--- src/rtl/core/dnsc_pkg.sv ---
// Package: character classes, register indexes and constants for the hostname checker.
package dnsc_pkg;

    typedef enum logic [1:0] {
        CLASS_START  = 2'd0,
        CLASS_DOT    = 2'd1,
        CLASS_HYPHEN = 2'd2,
        CLASS_ALNUM  = 2'd3
    } class_t;

    typedef enum logic {
        REG_MAX_NAME_LENGTH  = 1'b0,
        REG_MAX_LABEL_LENGTH = 1'b1
    } reg_index_t;

    localparam logic [7:0] MAX_NAME_RESET  = 8'd253;
    localparam logic [5:0] MAX_LABEL_RESET = 6'd63;
    localparam logic [7:0] NAME_SAT        = 8'd255;
    localparam logic [6:0] LABEL_SAT       = 7'd127;
    localparam logic [6:0] MIN_LAST_LABEL  = 7'd2;

    localparam logic [7:0] CHAR_DOT    = 8'h2E;
    localparam logic [7:0] CHAR_HYPHEN = 8'h2D;
    localparam logic [7:0] CHAR_0      = 8'h30;
    localparam logic [7:0] CHAR_9      = 8'h39;
    localparam logic [7:0] CHAR_UA     = 8'h41;
    localparam logic [7:0] CHAR_UZ     = 8'h5A;
    localparam logic [7:0] CHAR_LA     = 8'h61;
    localparam logic [7:0] CHAR_LZ     = 8'h7A;

endpackage

--- src/rtl/core/domain_name_syntax_check_top.sv ---
// Top level: hostname syntax checker, one character per request, verdict on the last one.
// The verdict is registered when the request marked last leaves the input register.
// Throughput: one request per cycle, sustained, as long as results are taken.
// The input register and the result register each accept while the next stage drains.
// Reset clears the name state and loads max_name_length 253 and max_label_length 63.
// Name state also returns to its reset values after every verdict.
module domain_name_syntax_check_top (
    input  logic       clk,
    input  logic       rst_n,
    input  logic       cfg_we,
    input  logic       cfg_index,
    input  logic [7:0] cfg_data,
    input  logic       req_valid,
    output logic       req_ready,
    input  logic [7:0] character,
    input  logic       char_present,
    input  logic       last,
    output logic       result_valid,
    input  logic       result_ready,
    output logic       valid_res,
    output logic [7:0] name_length
);

    logic [7:0] max_name_reg;
    logic [5:0] max_label_reg;

    logic       in_vld_reg;
    logic [7:0] in_char_reg;
    logic       in_present_reg;
    logic       in_last_reg;

    logic [7:0]      total_count_reg, total_count_next;
    logic [6:0]      label_length_reg, label_length_next;
    dnsc_pkg::class_t prev_reg, prev_next;
    logic            all_digits_reg, all_digits_next;
    logic            dot_seen_reg, dot_seen_next;
    logic            violation_reg, violation_next;
    logic            too_long_reg, too_long_next;

    logic       out_vld_reg;
    logic       out_ok_reg, out_ok_next;
    logic [7:0] out_len_reg;

    logic [7:0]      tc_upd;
    logic [6:0]      ll_upd;
    dnsc_pkg::class_t prev_upd;
    logic            ad_upd, ds_upd, viol_upd, tl_upd;
    logic            is_digit, is_alpha;
    logic            adv;

    assign adv       = in_vld_reg && (!in_last_reg || !out_vld_reg || result_ready);
    assign req_ready = !in_vld_reg || adv;

    assign result_valid = out_vld_reg;
    assign valid_res    = out_ok_reg;
    assign name_length  = out_len_reg;

    always_ff @(posedge clk or negedge rst_n)
    begin
        if (!rst_n)
        begin
            max_name_reg  <= dnsc_pkg::MAX_NAME_RESET;
            max_label_reg <= dnsc_pkg::MAX_LABEL_RESET;
        end
        else if (cfg_we)
        begin
            unique case (dnsc_pkg::reg_index_t'(cfg_index))
                dnsc_pkg::REG_MAX_NAME_LENGTH:  max_name_reg  <= cfg_data;
                dnsc_pkg::REG_MAX_LABEL_LENGTH: max_label_reg <= cfg_data[5:0];
                default: ;
            endcase
        end
    end

    // hold the request until the update stage takes it
    always_ff @(posedge clk or negedge rst_n)
    begin
        if (!rst_n)
        begin
            in_vld_reg <= 1'b0;
        end
        else if (req_ready)
        begin
            in_vld_reg <= req_valid;
        end
    end

    always_ff @(posedge clk)
    begin
        if (req_ready && req_valid)
        begin
            in_char_reg    <= character;
            in_present_reg <= char_present;
            in_last_reg    <= last;
        end
    end

    always_comb
    begin
        is_digit = (in_char_reg >= dnsc_pkg::CHAR_0) && (in_char_reg <= dnsc_pkg::CHAR_9);
        is_alpha = ((in_char_reg >= dnsc_pkg::CHAR_UA) && (in_char_reg <= dnsc_pkg::CHAR_UZ)) ||
                   ((in_char_reg >= dnsc_pkg::CHAR_LA) && (in_char_reg <= dnsc_pkg::CHAR_LZ));

        tc_upd   = total_count_reg;
        ll_upd   = label_length_reg;
        prev_upd = prev_reg;
        ad_upd   = all_digits_reg;
        ds_upd   = dot_seen_reg;
        viol_upd = violation_reg;
        tl_upd   = too_long_reg;

        if (in_present_reg)
        begin
            if (total_count_reg != dnsc_pkg::NAME_SAT)
            begin
                tc_upd = total_count_reg + 8'd1;
            end
            if (tc_upd > max_name_reg)
            begin
                tl_upd = 1'b1;
            end

            if (in_char_reg == dnsc_pkg::CHAR_DOT)
            begin
                if (prev_reg != dnsc_pkg::CLASS_ALNUM)
                begin
                    viol_upd = 1'b1;
                end
                ds_upd   = 1'b1;
                ll_upd   = '0;
                ad_upd   = 1'b1;
                prev_upd = dnsc_pkg::CLASS_DOT;
            end
            else
            begin
                if (label_length_reg != dnsc_pkg::LABEL_SAT)
                begin
                    ll_upd = label_length_reg + 7'd1;
                end
                if (ll_upd > {1'b0, max_label_reg})
                begin
                    viol_upd = 1'b1;
                end
                if (in_char_reg == dnsc_pkg::CHAR_HYPHEN)
                begin
                    if (prev_reg == dnsc_pkg::CLASS_START || prev_reg == dnsc_pkg::CLASS_DOT)
                    begin
                        viol_upd = 1'b1;
                    end
                    ad_upd   = 1'b0;
                    prev_upd = dnsc_pkg::CLASS_HYPHEN;
                end
                else
                begin
                    if (!is_digit && !is_alpha)
                    begin
                        viol_upd = 1'b1;
                    end
                    if (!is_digit)
                    begin
                        ad_upd = 1'b0;
                    end
                    prev_upd = dnsc_pkg::CLASS_ALNUM;
                end
            end
        end

        out_ok_next = !viol_upd && !tl_upd && (tc_upd != 8'd0) && ds_upd &&
                      (prev_upd == dnsc_pkg::CLASS_ALNUM) &&
                      (ll_upd >= dnsc_pkg::MIN_LAST_LABEL) && !ad_upd;

        // drop the name state after a verdict
        if (in_last_reg)
        begin
            total_count_next  = '0;
            label_length_next = '0;
            prev_next         = dnsc_pkg::CLASS_START;
            all_digits_next   = 1'b1;
            dot_seen_next     = 1'b0;
            violation_next    = 1'b0;
            too_long_next     = 1'b0;
        end
        else
        begin
            total_count_next  = tc_upd;
            label_length_next = ll_upd;
            prev_next         = prev_upd;
            all_digits_next   = ad_upd;
            dot_seen_next     = ds_upd;
            violation_next    = viol_upd;
            too_long_next     = tl_upd;
        end
    end

    always_ff @(posedge clk or negedge rst_n)
    begin
        if (!rst_n)
        begin
            total_count_reg  <= '0;
            label_length_reg <= '0;
            prev_reg         <= dnsc_pkg::CLASS_START;
            all_digits_reg   <= 1'b1;
            dot_seen_reg     <= 1'b0;
            violation_reg    <= 1'b0;
            too_long_reg     <= 1'b0;
        end
        else if (adv)
        begin
            total_count_reg  <= total_count_next;
            label_length_reg <= label_length_next;
            prev_reg         <= prev_next;
            all_digits_reg   <= all_digits_next;
            dot_seen_reg     <= dot_seen_next;
            violation_reg    <= violation_next;
            too_long_reg     <= too_long_next;
        end
    end

    always_ff @(posedge clk or negedge rst_n)
    begin
        if (!rst_n)
        begin
            out_vld_reg <= 1'b0;
        end
        else if (adv && in_last_reg)
        begin
            out_vld_reg <= 1'b1;
        end
        else if (result_ready)
        begin
            out_vld_reg <= 1'b0;
        end
    end

    always_ff @(posedge clk)
    begin
        if (adv && in_last_reg)
        begin
            out_ok_reg  <= out_ok_next;
            out_len_reg <= tc_upd;
        end
    end

    a_verdict_loads: assert property (@(posedge clk) disable iff (!rst_n)
        (adv && in_last_reg) |=> out_vld_reg)
        else $error("verdict not registered after last request");

    a_state_clears: assert property (@(posedge clk) disable iff (!rst_n)
        (adv && in_last_reg) |=> (total_count_reg == 8'd0 && !violation_reg && !too_long_reg))
        else $error("name state not cleared after verdict");

    a_start_empty: assert property (@(posedge clk) disable iff (!rst_n)
        (prev_reg == dnsc_pkg::CLASS_START) == (total_count_reg == 8'd0))
        else $error("start class and character count disagree");

    a_dot_label: assert property (@(posedge clk) disable iff (!rst_n)
        (prev_reg == dnsc_pkg::CLASS_DOT) |-> (label_length_reg == 7'd0 && dot_seen_reg))
        else $error("label state wrong after dot");

    a_ready_empty: assert property (@(posedge clk) disable iff (!rst_n)
        !in_vld_reg |-> req_ready)
        else $error("empty input register refuses request");

endmodule

--- config.mk ---
export PLATFORM = sky130hd
export DESIGN_NAME = domain_name_syntax_check_top
export DESIGN_NICKNAME = d
export VERILOG_FILES = /design/src/rtl/core/dnsc_pkg.sv /design/src/rtl/core/domain_name_syntax_check_top.sv
export SDC_FILE = /design/constraint.sdc
export NUM_CORES = 1
export LEC_CHECK = 0
export BUFFER_PORTS_ARGS = -buffer_cell sky130_fd_sc_hd__clkbuf_2
export CAP_MARGIN = 5
export CORE_UTILIZATION = 40
export CTS_BUF_LIST = sky130_fd_sc_hd__clkbuf_16
export DETAILED_ROUTE_END_ITERATION = 7
export HOLD_SLACK_MARGIN = 0.03
export SLEW_MARGIN = 20
export SYNTH_ARGS = -nofsm -noshare
export SYNTH_HDL_FRONTEND = slang
export SYNTH_SLANG_ARGS = --single-unit
--- constraint.sdc ---
create_clock -name clk -period 8.4 [get_ports clk]
set_input_delay 0.84 -clock clk [delete_from_list [all_inputs] [get_ports clk]]
set_output_delay 0.84 -clock clk [all_outputs]
set_load 0.02 [all_outputs]
==> qor.csv <==
stage,metric,value,unit
status,outcome,completed,
finish,fin_nets,402,
finish,insertedDiodeCount,0,
synth,synth.yosys.warnings,0,
cts,clkLatencyLatePin,0.29,ns
power,seqPwrFrac,51.3,%
placed_design,dp_hpwl,4980,um
floorplan,dieHeight,93.5,um
synth,number_of_flops_mapped_to_enable_cells_by_yosys,19,
floorplan,initial_core_util,41.0,%
sta,fmax,294,MHz
synth,yosysUniqueCellTypes,52,
cts,clk_transition_reported_paths,0.07,ns
worst_hold_path,whs_endpoint,max_name_reg[4],
finish,filler_free_cell_count_of_the_finished_design,468,
worst_setup_path,r2r_setup_slack,5.00,ns
power,power_switching,0.175,mW
global_route,number_of_global_route_vias_before_repair,2395,
power,internal_power,0.472,mW
sta,relative_slew_margins,36.5,%
drt,drt-wirelength-per-cell,14.8,um
finish,layout.area.seq,0.00151,mm2
sta,timing.setup.tns,0,ns
global_route,global_route.usage.total,17.2,%
floorplan,design.core.area,0.00818,mm2
worst_setup_path,crit_required,8.52,ns
worst_setup_path,launching_point_of_the_worst_reg2reg_path,label_length_reg[0],
power,power_switching_share,27.0,%
synth,synth-seq-area-share,45.2,%
sta,setup_viol,0,
worst_setup_path,critical-path-max-stage-delay,0.50,ns
synth,syn-num-nets,381,
worst_setup_path,arrival,3.52,ns
finish,layout-drive-gt1-share,20.7,%
drt,vias,2592,
cts,post_cts_resized,0,
sta,grt_setup_unrepaired,false,
cts,clock_tree_from_tritoncts,built,
sta,setup_slack,5.00,ns
synth,synth.cell_area,0.00335,mm2
sta,report.final.slew_viol_count,0,
placed_design,placement.setup.worst_slack,5.04,ns
power,pwr-share-comb,17.0,%
cts,hold_buffers,0,
global_route,grt_max_degree,38,
finish,area_delta_synth_final,9.93,%
cts,clock_sinks,56,
global_route,global_route.overflow_total,0,
worst_hold_path,timing.hold.worst_path_depth,2,
drt,routed_wirelength,6910,um
power,clock_power_share,31.6,%
floorplan,die_area,0.00875,mm2
cts,cts_max_level,2,
worst_setup_path,worst_setup_path_end_kind,register,
worst_setup_path,classification_of_the_worst_setup_path,register to register,
floorplan,floorplan.rows,33,
synth,synth.avg_cell_area,9.83,um2
worst_hold_path,hold_start,max_name_reg[4],
worst_hold_path,hp-class,register to register,
worst_setup_path,crit_path_max_fanout,9,
worst_setup_path,start_kind,register,
global_route,initial_antenna_violation_count,0,
worst_setup_path,regToRegEndpoint,valid_res,
placed_design,rd_place_congestion,0.904,
placed_design,placed_cells_incl_taps,460,
power,p_leak,1.60,nW
cts,cts.path.max_buffers,2,
worst_setup_path,cp_slowest_cell,dfrtp_1,
drt,drt_pre_antenna_iters,4,
finish,multi_input_comb_area,0.00166,mm2
floorplan,die_x,93.5,um
placed_design,port_buffers,34,
finish,fillers,804,
sta,hold_ws,0.514,ns
synth,post_synthesis_cells,341,
synth,postSynth.topFlopCell,dfrtp_1,
run,drv_cap,0,
drt,drtIter0Drc,151,
cts,tritoncts.num_buffers,5,
worst_setup_path,timing.reg2reg.worst_path_depth,11,
power,power_per_cell_area,176,mW/mm2
sta,final-hold-violation-count,0,
worst_setup_path,worst_path_most_repeated_cell,ha_1,
drt,antenna_left,0,
global_route,grt_pass1_wl,11700,um
cts,postCtsSetupRepairBufs,0,
drt,detail_route.vias_per_cell,5.54,
sta,final_min_period_over_clock_period,40.5,%
sta,period_needed,3.40,ns
synth,asyncSetResetFlopFracSynth,66.1,%
synth,ys_seq_elements,56,
cts,clockRootBuffer,clkbuf_16,
floorplan,io_pins,35,
drt,detail_route.drc_violations,0,
sta,worst_slew_pin_slew,0.953,ns
power,vdd.ir_drop.worst,0.0000878,V
sta,clock_skew,0.00788,ns
worst_setup_path,path_cells,ha_1 > nand3_1 > nor2_1 > mux2_2 > ha_1 > nand2_1 > o21ai_0 > a221o_1 > a221oi_1 > o211ai_1 > nor4_2,
==> cells by family (layout without fill, tap and decap cells) <==
| kind of cell | after synthesis | in the layout | synth area share [%] |
|---|---|---|---|
| fa+ha+maj | 16 | 16 | 5.97 |
| buf+inv | 37 | 59 | 5.41 |
| xor+xnor | 10 | 10 | 2.61 |
| flops | 56 | 56 | 45.2 |
| compound gates | 89 | 89 | 17.5 |
| mux | 15 | 15 | 5.00 |
| simple gates | 118 | 118 | 18.3 |
==> critical path: cells and delay by family (launching register included) <==
kind	cells	cell delay, ns
fa+ha+maj	2	0.66
simple gates	4	0.76
compound gates	4	0.95
flops	1	0.50
mux	1	0.37
==> how the worst max path moves through the flow <==
stage / startpoint / endpoint / slack [ns]
3_3_place_gp: label_length_reg[0] / valid_res / 5.17
6_report: label_length_reg[0] / valid_res / 5.00
5_1_grt: label_length_reg[0] / valid_res / 4.68
2_1_floorplan: label_length_reg[1] / valid_res / 5.46
3_5_place_dp: label_length_reg[0] / valid_res / 5.04
4_1_cts: label_length_reg[0] / valid_res / 5.02
==> power groups by stage <==
stage	sequential [mW]	clock [mW]	combinational [mW]
6_report	0.332	0.205	0.110
5_1_grt	0.336	0.223	0.125
2_1_floorplan	0.332	0	0.0833
3_3_place_gp	0.337	0	0.108
4_1_cts	0.332	0.211	0.112
3_5_place_dp	0.337	0	0.111
==> per-stage QoR <==
step / cell area, um2 / total power [mW] / util, %
2_1_floorplan: 3350 / 0.415 / -
3_3_place_gp: 3540 / 0.444 / 43.3
3_5_place_dp: 3540 / 0.448 / 43.3
4_1_cts: 3680 / 0.654 / 45.1
5_1_grt: 3680 / 0.684 / 45.1
6_report: 3680 / 0.647 / 45.1
==> layout make-up <==
class | instances | area share (%)
multi-input cells | 248 | 45.0
flip-flops and latches | 56 | 41.1
repair buffers | 35 | 4.82
well taps | 105 | 3.57
clock buffers | 5 | 3.40
inverters | 16 | 1.63
clock inverters | 3 | 0.543
==> routing by layer <==
metal / share of wire [%] / global-route usage [%] / wire [um] / vias up
met5: 0 / 0 / 0 / -
met1: 46 / 22.6 / 3170 / 1233
li1: - / - / - / 1284
met2: 49 / 28.8 / 3350 / 67
met4: 1.3 / 4.74 / 93 / 0
met3: 4.2 / 3.17 / 288 / 8
==> cell usage in the layout, fill, tap and decap left out, drive strengths merged, types with 2 or more instances in the layout <==
cell type,synthesis,routed
xnor2,6,6
nand3,11,11
nor2b,7,7
edfxtp,19,19
a211oi,3,3
o211ai,3,3
mux2,14,14
dfstp,14,14
o31ai,2,2
and4,3,3
and2,5,5
o21ai,29,29
nor3,3,3
inv,16,17
nand2,37,37
o21a,4,4
xor2,4,4
a21oi,15,15
a22o,6,6
dfrtp,23,23
clkbuf,6,39
nand4,12,12
a32o,2,2
a41o,2,2
a21boi,2,2
nor4,3,3
a21o,6,6
ha,16,16
nand2b,3,3
and3,6,6
a31oi,8,8
nand3b,3,3
nor2,20,20
==> synthesized netlist by cell type (all sizes together), types with 3 or more instances <==
cell | count | area share, %
nand2 | 37 | 4.1
o21ai | 29 | 4.3
dfrtp | 23 | 17
nor2 | 20 | 2.2
edfxtp | 19 | 17
ha | 16 | 6.0
inv | 16 | 1.8
a21oi | 15 | 2.2
buf | 15 | 2.9
dfstp | 14 | 11
mux2 | 14 | 4.7
nand4 | 12 | 2.2
nand3 | 11 | 1.6
a31oi | 8 | 1.5
nor2b | 7 | 1.3
a21o | 6 | 1.3
a22o | 6 | 1.6
and3 | 6 | 1.1
clkbuf | 6 | 0.67
xnor2 | 6 | 1.6
and2 | 5 | 0.93
o21a | 4 | 0.90
xor2 | 4 | 1.0
a211oi | 3 | 0.67
and4 | 3 | 0.86
nand2b | 3 | 0.56
nand3b | 3 | 0.67
nor3 | 3 | 0.45
nor4 | 3 | 0.75
o211ai | 3 | 0.67
(Power assumes the default switching activity.)
